[src/rtl/lksl_pkg.sv]
// Shared constants and types for the lane keeping steering law.
// Holds angle constants, the CORDIC arctangent table and register indexes.
`timescale 1ns / 1ps
package lksl_pkg;
    localparam int CordicStepsDefault = 16;
    localparam int AtanEntries = 24;
    localparam logic signed [17:0] Ang2Pi = 18'sd25736;
    localparam logic signed [17:0] AngPi = 18'sd12868;
    localparam logic signed [17:0] AngHalfPi = 18'sd6434;
    localparam logic signed [31:0] CordicKQ30 = 32'sd652032874;
    localparam logic [15:0] GainReset = 16'd6554;
    localparam logic [14:0] LimitReset = 15'd3277;
    localparam logic [0:0] RegGain = 1'b0;
    localparam logic [0:0] RegLimit = 1'b1;

    function automatic logic signed [31:0] atan_q24(input logic [4:0] i);
        case (i)
            5'd0: atan_q24 = 32'sd13176795;
            5'd1: atan_q24 = 32'sd7778716;
            5'd2: atan_q24 = 32'sd4110060;
            5'd3: atan_q24 = 32'sd2086331;
            5'd4: atan_q24 = 32'sd1047214;
            5'd5: atan_q24 = 32'sd524117;
            5'd6: atan_q24 = 32'sd262123;
            5'd7: atan_q24 = 32'sd131069;
            5'd8: atan_q24 = 32'sd65536;
            5'd9: atan_q24 = 32'sd32768;
            5'd10: atan_q24 = 32'sd16384;
            5'd11: atan_q24 = 32'sd8192;
            5'd12: atan_q24 = 32'sd4096;
            5'd13: atan_q24 = 32'sd2048;
            5'd14: atan_q24 = 32'sd1024;
            5'd15: atan_q24 = 32'sd512;
            5'd16: atan_q24 = 32'sd256;
            5'd17: atan_q24 = 32'sd128;
            5'd18: atan_q24 = 32'sd64;
            5'd19: atan_q24 = 32'sd32;
            5'd20: atan_q24 = 32'sd16;
            5'd21: atan_q24 = 32'sd8;
            5'd22: atan_q24 = 32'sd4;
            5'd23: atan_q24 = 32'sd2;
            default: atan_q24 = 32'sd0;
        endcase
    endfunction

    // Heading into 0..2pi; inputs span less than two turns on each side.
    function automatic logic signed [17:0] wrap_heading(input logic signed [15:0] h);
        logic signed [17:0] t;
        t = 18'(h);
        if (t < 0) t = t + Ang2Pi;
        if (t < 0) t = t + Ang2Pi;
        if (t > Ang2Pi) t = t - Ang2Pi;
        wrap_heading = t;
    endfunction
endpackage

[src/rtl/lane_keeping_steering_law.sv]
// Top level of the lane keeping steering law.
// Uses lksl_pkg and lksl_cordic.
//
// One word is taken when start is high and busy is low; busy then stays high
// until the result. The heading term is formed in S_ERR and S_REV while the
// CORDIC unit, started from S_ERR, forms sine and cosine of the car heading.
// A single 32x32 multiplier then forms four products, one per cycle,
// accumulated into the lateral sum, and a final multiply applies the gain.
// Busy falls together with the rise of done, so the next word can be accepted
// at the edge that ends the done cycle; no new word is taken before that.
// steer_angle is valid in the single cycle that done is high; the receiver
// cannot stall. Configuration writes are always ready; a write while busy can
// still change the gain or limit used for the word in flight. Reset clears
// the sequencer and restores register defaults.
`timescale 1ns / 1ps
module lane_keeping_steering_law #(
    parameter int CORDIC_STEPS = lksl_pkg::CordicStepsDefault
) (
    input  logic               clk,
    input  logic               rst_n,
    input  logic               start,
    output logic               busy,
    input  logic signed [19:0] car_x,
    input  logic signed [19:0] car_y,
    input  logic signed [15:0] car_heading,
    input  logic signed [19:0] near_x,
    input  logic signed [19:0] near_y,
    input  logic signed [15:0] near_heading,
    input  logic signed [19:0] next_x,
    input  logic signed [19:0] next_y,
    input  logic signed [15:0] next_heading,
    input  logic               cfg_valid,
    output logic               cfg_ready,
    input  logic [0:0]         cfg_index,
    input  logic [15:0]        cfg_data,
    output logic               done,
    output logic signed [15:0] steer_angle
);
    typedef enum logic [3:0] {
        S_IDLE, S_ERR, S_REV, S_CORD, S_P0, S_P1, S_P2, S_P3, S_MAG, S_GAIN, S_OUT
    } state_t;

    state_t             state_reg;
    logic [15:0]        gain_reg;
    logic [14:0]        limit_reg;
    logic signed [17:0] ch_reg, ah_reg, bh_reg;
    logic signed [20:0] d_reg [4];
    logic signed [17:0] err_reg;
    logic signed [55:0] acc_reg;
    logic signed [63:0] prod_reg;
    logic [25:0]        m_reg;
    logic               pos_reg;
    logic               cord_go, cord_done;
    logic signed [31:0] co, si;
    logic signed [17:0] he, rev;
    logic signed [31:0] ma, mb;
    logic signed [63:0] mul;
    logic signed [16:0] adj, tot_s;
    logic signed [18:0] total;
    logic [41:0]        gm;

    assign cfg_ready = 1'b1;
    assign busy = (state_reg != S_IDLE);

    function automatic logic signed [17:0] herr(input logic signed [17:0] c,
        input logic signed [17:0] a, input logic signed [17:0] b);
        logic signed [18:0] m, d, e;
        m = (19'(a) + 19'(b)) >>> 1;
        d = 19'(a) - 19'(b);
        if (d > 19'(lksl_pkg::AngPi) || d < -19'(lksl_pkg::AngPi)) m = 19'(a);
        e = m - 19'(c);
        if (e < 19'(lksl_pkg::AngPi) && e > -19'(lksl_pkg::AngPi)) herr = 18'(e);
        else if (19'(c) < m) herr = 18'(e - 19'(lksl_pkg::Ang2Pi));
        else herr = 18'(e + 19'(lksl_pkg::Ang2Pi));
    endfunction

    lksl_cordic #(.CORDIC_STEPS(CORDIC_STEPS)) u_cordic (
        .clk(clk), .rst_n(rst_n), .go(cord_go), .heading(ch_reg),
        .done(cord_done), .cosine(co), .sine(si)
    );

    always_comb
    begin
        rev = ch_reg + lksl_pkg::AngPi;
        if (rev > lksl_pkg::Ang2Pi) rev = rev - lksl_pkg::Ang2Pi;
        he = herr((state_reg == S_ERR) ? ch_reg : rev, ah_reg, bh_reg);
        cord_go = (state_reg == S_ERR);
        ma = 32'(d_reg[0]);
        mb = si;
        case (state_reg)
            S_P1: begin ma = 32'(d_reg[1]); mb = co; end
            S_P2: begin ma = 32'(d_reg[2]); mb = si; end
            S_P3: begin ma = 32'(d_reg[3]); mb = co; end
            S_GAIN: begin ma = 32'(m_reg); mb = 32'(gain_reg); end
            default: begin ma = 32'(d_reg[0]); mb = si; end
        endcase
        mul = 64'(ma) * 64'(mb);
        gm = 42'(prod_reg) >> 11;
        adj = (gm > 42'(limit_reg)) ? 17'(limit_reg) : 17'(gm);
        if (pos_reg) adj = -adj;
        total = 19'(err_reg) + 19'(adj);
        if (total > 19'sd32767) tot_s = 17'sd32767;
        else if (total < -19'sd32768) tot_s = -17'sd32768;
        else tot_s = 17'(total);
    end

    always_ff @(posedge clk or negedge rst_n)
    begin
        if (!rst_n)
        begin
            state_reg <= S_IDLE;
            gain_reg <= lksl_pkg::GainReset;
            limit_reg <= lksl_pkg::LimitReset;
            done <= 1'b0;
        end
        else
        begin
            done <= 1'b0;
            if (cfg_valid)
            begin
                if (cfg_index == lksl_pkg::RegGain) gain_reg <= cfg_data;
                else limit_reg <= cfg_data[14:0];
            end
            case (state_reg)
                S_IDLE: if (start) state_reg <= S_ERR;
                S_ERR:  state_reg <= S_REV;
                S_REV:  state_reg <= S_CORD;
                S_CORD: if (cord_done) state_reg <= S_P0;
                S_P0:   state_reg <= S_P1;
                S_P1:   state_reg <= S_P2;
                S_P2:   state_reg <= S_P3;
                S_P3:   state_reg <= S_MAG;
                S_MAG:  state_reg <= S_GAIN;
                S_GAIN: state_reg <= S_OUT;
                S_OUT:
                begin
                    state_reg <= S_IDLE;
                    done <= 1'b1;
                end
                default: state_reg <= S_IDLE;
            endcase
        end
    end

    // Datapath registers; each product is registered and folded in next cycle.
    always_ff @(posedge clk)
    begin
        case (state_reg)
            S_IDLE:
            begin
                ch_reg <= lksl_pkg::wrap_heading(car_heading);
                ah_reg <= lksl_pkg::wrap_heading(near_heading);
                bh_reg <= lksl_pkg::wrap_heading(next_heading);
                d_reg[0] <= 21'(near_x) - 21'(car_x);
                d_reg[1] <= 21'(near_y) - 21'(car_y);
                d_reg[2] <= 21'(next_x) - 21'(car_x);
                d_reg[3] <= 21'(next_y) - 21'(car_y);
            end
            S_ERR: err_reg <= he;
            S_REV:
            begin
                if ((he < 0 ? -he : he) < (err_reg < 0 ? -err_reg : err_reg))
                    err_reg <= he;
                acc_reg <= '0;
            end
            S_P0: prod_reg <= mul;
            S_P1:
            begin
                acc_reg <= acc_reg + 56'(prod_reg);
                prod_reg <= mul;
            end
            S_P2:
            begin
                acc_reg <= acc_reg - 56'(prod_reg);
                prod_reg <= mul;
            end
            S_P3:
            begin
                acc_reg <= acc_reg + 56'(prod_reg);
                prod_reg <= mul;
            end
            S_MAG:
            begin
                m_reg <= (acc_reg - 56'(prod_reg) < 0)
                    ? 26'((56'sd0 - (acc_reg - 56'(prod_reg))) >>> 30)
                    : 26'((acc_reg - 56'(prod_reg)) >>> 30);
                pos_reg <= (acc_reg - 56'(prod_reg)) > 0;
            end
            S_GAIN: prod_reg <= mul;
            S_OUT: steer_angle <= 16'(tot_s);
            default: ;
        endcase
    end
endmodule

[src/rtl/lksl_cordic.sv]
// Iterative CORDIC rotation giving cosine and sine of a heading in Q30.
// One micro-rotation per cycle; depends on lksl_pkg.
`timescale 1ns / 1ps
module lksl_cordic #(
    parameter int CORDIC_STEPS = lksl_pkg::CordicStepsDefault
) (
    input  logic                clk,
    input  logic                rst_n,
    input  logic                go,
    input  logic signed [17:0]  heading,
    output logic                done,
    output logic signed [31:0]  cosine,
    output logic signed [31:0]  sine
);
    localparam int IW = $clog2(CORDIC_STEPS + 1);

    logic               run_reg;
    logic [IW-1:0]      step_reg;
    logic               neg_reg;
    logic signed [32:0] x_reg, y_reg;
    logic signed [31:0] z_reg;
    logic signed [17:0] t0, t1;
    logic               neg0;
    logic signed [32:0] xs, ys;
    logic signed [31:0] at;

    always_comb
    begin
        t0 = heading;
        neg0 = 1'b0;
        if (t0 > lksl_pkg::AngPi) t0 = t0 - lksl_pkg::Ang2Pi;
        t1 = t0;
        if (t0 > lksl_pkg::AngHalfPi)
        begin
            t1 = t0 - lksl_pkg::AngPi;
            neg0 = 1'b1;
        end
        else if (t0 < -lksl_pkg::AngHalfPi)
        begin
            t1 = t0 + lksl_pkg::AngPi;
            neg0 = 1'b1;
        end
        xs = x_reg >>> step_reg;
        ys = y_reg >>> step_reg;
        at = lksl_pkg::atan_q24(5'(step_reg));
    end

    always_ff @(posedge clk or negedge rst_n)
    begin
        if (!rst_n)
        begin
            run_reg <= 1'b0;
            step_reg <= '0;
            done <= 1'b0;
        end
        else
        begin
            done <= 1'b0;
            if (go)
            begin
                run_reg <= 1'b1;
                step_reg <= '0;
            end
            else if (run_reg)
            begin
                if (step_reg == IW'(CORDIC_STEPS - 1))
                begin
                    run_reg <= 1'b0;
                    done <= 1'b1;
                end
                step_reg <= step_reg + 1'b1;
            end
        end
    end

    always_ff @(posedge clk)
    begin
        if (go)
        begin
            x_reg <= 33'(lksl_pkg::CordicKQ30);
            y_reg <= '0;
            z_reg <= 32'(t1) <<< 12;
            neg_reg <= neg0;
        end
        else if (run_reg)
        begin
            if (z_reg >= 0)
            begin
                x_reg <= x_reg - ys;
                y_reg <= y_reg + xs;
                z_reg <= z_reg - at;
            end
            else
            begin
                x_reg <= x_reg + ys;
                y_reg <= y_reg - xs;
                z_reg <= z_reg + at;
            end
        end
    end

    assign cosine = neg_reg ? 32'(-x_reg) : 32'(x_reg);
    assign sine   = neg_reg ? 32'(-y_reg) : 32'(y_reg);
endmodule

[config.mk]
export PLATFORM = sky130hd
export DESIGN_NAME = lane_keeping_steering_law
export DESIGN_NICKNAME = d
export VERILOG_FILES = /design/src/rtl/lksl_pkg.sv /design/src/rtl/lane_keeping_steering_law.sv /design/src/rtl/lksl_cordic.sv
export SDC_FILE = /design/constraint.sdc
export NUM_CORES = 2
export LEC_CHECK = 0
export ABC_AREA = 1
export BUFFER_PORTS_ARGS = -buffer_cell sky130_fd_sc_hd__buf_2
export CORE_UTILIZATION = 60
export DETAILED_ROUTE_END_ITERATION = 10
export GPL_TIMING_DRIVEN = 0
export PLACE_DENSITY = 0.8
export SETUP_SLACK_MARGIN = 0.3
export SYNTH_ARGS = -nofsm -noshare
export SYNTH_HDL_FRONTEND = slang
export SYNTH_HIERARCHICAL = 1
export SYNTH_SLANG_ARGS = --single-unit
export TNS_END_PERCENT = 10
[constraint.sdc]
create_clock -name clk -period 9.9 [get_ports clk]
set_clock_uncertainty 0.2 [all_clocks]
set_input_delay 0.495 -clock clk [delete_from_list [all_inputs] [get_ports clk]]
set_output_delay 0.495 -clock clk [all_outputs]
set_load 0.05 [all_outputs]
==> impl_metrics.json <==
{
  "ant_nets": 0,
  "cts_htree_levels": 2,
  "cp-startpoint": "u_cordic/y_reg[0]$_SDFFE_PP0P_",
  "multi_input_area_um2": 62800,
  "route.vias.total": 86800,
  "synth_cells": 11700,
  "wl_mm": 340,
  "coreArea_um2": 138000,
  "synth_top_area_share_pct": 21.9,
  "synthesis.area_per_instance_um2": 7.15,
  "dp_hpwl_mm": 266,
  "path_class": "register to register",
  "cts_max_path_buffers": 3,
  "synth_ff_type": "edfxtp_1",
  "die_y_um": 375,
  "ys_ff_latch": 453,
  "grt_pass1_vias": 83500,
  "yosysUniqueCellTypes": 86,
  "final_core_utilization_pct": 68.6,
  "yosysSeqAreaShare_pct": 15.1,
  "timing.final.crit_share_pct": 103,
  "worstPathMaxFanout": 6,
  "grt.overflow.total": 0,
  "critPathRequiredTime_ps": 10120,
  "holdPathEnd": "d_reg[1][0]$_DFFE_PN_",
  "dp_slack_ps": -2640,
  "synth_warnings": 6,
  "violations": "design-rule violations, negative setup slack",
  "grt_max_degree": 44,
  "tightestPinTransition_ps": 1390,
  "clkTransAtPathRegs_ps": 70,
  "gp_congestion": 1.06,
  "std_cell_rows": 136,
  "hold_viol": 0,
  "setup_slack_ps": -253,
  "rsz0062_at_grt": "yes",
  "tritoncts": "done",
  "netlist_top_cells_count": "nand2_1 (2708), inv_1 (2263), nor2_1 (1005), fa_1 (916), nand3_1 (678)",
  "final-setup-viol-count": 10,
  "r2r_cells": 37,
  "dieArea_um2": 141000,
  "cts_buffers": 56,
  "crit_path_frequent_cell": "fa_1",
  "drc_errors": 1,
  "holdCritStartpoint": "near_y[0]",
  "grt_antenna_before_repair": 32,
  "synth_area_um2": 83600,
  "worstSetupEndpointType": "register",
  "cp.buffers_inverters": 9,
  "start_util_pct": 60.6,
  "cp.arrival_ps": 10370,
  "io_pins": 208,
  "cp-start-kind": "register",
  "clock_latency_ps": 740,
  "hold_depth": 4,
  "cap_violations": 0,
  "synth_top_cell_by_area": "fa_1",
  "detailedRoute.firstPassIterationCount": 11,
  "portBuffers": 205,
  "period_needed_ps": 10150,
  "area_growth_pct": 13.1,
  "grt_pass1_wl_mm": 493,
  "ctsRootBufferMaster": "clkbuf_16",
  "r2r-end": "prod_reg[54]$_DFFE_PP_",
  "gr-usage-all-layers_pct": 46.4,
  "cts_sinks": 453,
  "layout.nets": 13900,
  "r2r_slack_ps": -250,
  "drt-initial-drc-count": 11800,
  "outcome": "complete, but fails checks",
  "netlist_top_cells_area": "fa_1 (22%), nand2_1 (12%), edfxtp_1 (12%)",
  "ys_async_sr_fraction_pct": 9.49,
  "synth_fp_nets": 13400,
  "viasPerCell": 6.16,
  "drive_gt1_share_pct": 12.1,
  "fill_cells": 11200,
  "r2r_start": "u_cordic/y_reg[0]$_SDFFE_PP0P_",
  "holdCritPathClass": "input port to register",
  "synth_edf_count": 332,
  "die_w_um": 375,
  "maxSlewHeadroom_pct": 7.65,
  "synth_most_common_cell": "nand2_1",
  "crit_family": "adder cells",
  "cpPeakStageDelay_ps": 620,
  "ff_latch_area_um2": 12600,
  "clock.fmax_mhz": 98.5,
  "slowest_stage": "fa_2",
  "largest_reg_flops": 84,
  "post_drt_wl_per_cell_um": 24.1,
  "slew_viol_final": 0
}
-- metal layers --
metal / share of wire [%] / wire [um] / GRT usage [%]
met1: 36 / 122000 / 58.2
met2: 41 / 140000 / 68.5
met3: 15 / 50600 / 15.9
met4: 8.1 / 27500 / 28.9
met5: 0.10 / 356 / 0.549
-- worst reg2reg max path, delay by kind of cell (launching register included) --
| family | cells | cell delay [ps] |
|---|---|---|
| flops | 1 | 370 |
| xor+xnor | 2 | 460 |
| buf+inv | 9 | 1080 |
| fa+ha+maj | 10 | 4600 |
| compound gates | 3 | 780 |
| simple gates | 13 | 2360 |
-- stage by stage --
| stage | setup TNS, ps | hold WS, ps | std cells | area, um^2 |
|---|---|---|---|---|
| finish | -723 | 27.6 | 14100 | 94500 |
| floorplan | 0 | -0.591 | 11700 | 83600 |
| global route | -2150 | 30.6 | 14100 | 94500 |
| detailed placement | -77460 | 261 | 13700 | 87200 |
| global placement | -117250 | 246 | 13700 | 86800 |
| CTS | 0 | 1.90 | 13900 | 92100 |
-- how the worst max path moves through the flow --
stage                                to  slack (ps)  cells after the start
2_1_floorplan  state_reg[0]$_DFFE_PN0P_         340                      6
3_3_place_gp     prod_reg[55]$_DFFE_PP_       -3830                     41
3_5_place_dp     prod_reg[55]$_DFFE_PP_       -2640                     40
4_1_cts          prod_reg[54]$_DFFE_PP_         220                     37
5_1_grt          prod_reg[54]$_DFFE_PP_        -350                     36
6_report         prod_reg[54]$_DFFE_PP_        -250                     37
-- area by class of cell --
class / instances / area share (%)
flip-flops and latches: 453 / 13.4
well taps: 1794 / 2.38
clock inverters: 43 / 0.572
repair buffers: 490 / 3.82
clock buffers: 62 / 1.52
multi-input cells: 8544 / 66.4
inverters: 2347 / 9.45
plain buffers: 342 / 2.37
diodes: 26 / 0.0689
-- placed cells by master, fill, tap and decap left out, types with 30 or more instances in the layout --
cell       netlist  layout
inv_1         2263    2210
o211ai_1        34      34
o21ai_0        466     442
nor4_1          44      34
nor3_1         101      86
nor2_4           9      30
o21ai_1         52      56
xnor2_1        164     162
dfxtp_1         78      73
buf_6           14      47
buf_4           15     245
clkbuf_16        0      58
nor2_2          23      44
a31oi_1         56      51
xor2_1         434     417
fa_1           916     859
inv_2           57      95
o22ai_1         67      65
nor2_1        1005     963
nand2_1       2708    2682
a21oi_2          8      33
ha_1           601     561
nand2_2         68      81
clkbuf_2         2      36
or2_2           34      33
edfxtp_1       332     332
nand3_1        678     665
clkbuf_1       198     100
a21oi_1        628     578
fa_2             0      57
a21o_1          36      36
nand4_1        119     119
buf_2           71     285
-- timing repair --
item                                    4_1_cts  5_1_grt
hold endpoints to repair                     49        0
setup buffers                               107      141
resized for setup                           522      380
pin swaps                                   140      174
endpoints found under the setup margin       62       45
gates cloned                                  1        2
hold buffers                                 18        0
-- logic make-up after synthesis --
kind of cell	Yosys count	synth area share, %
other cells	1	0.00449
xor+xnor	601	6.34
compound gates	1553	10.6
mux	4	0.0479
buf+inv	2689	12.4
flops	453	15.1
fa+ha+maj	1517	30.9
simple gates	4865	24.6
Power is left out: the tool's default activity adds up to more than one toggle a clock period on the data nets, which glitch-free logic cannot reach.
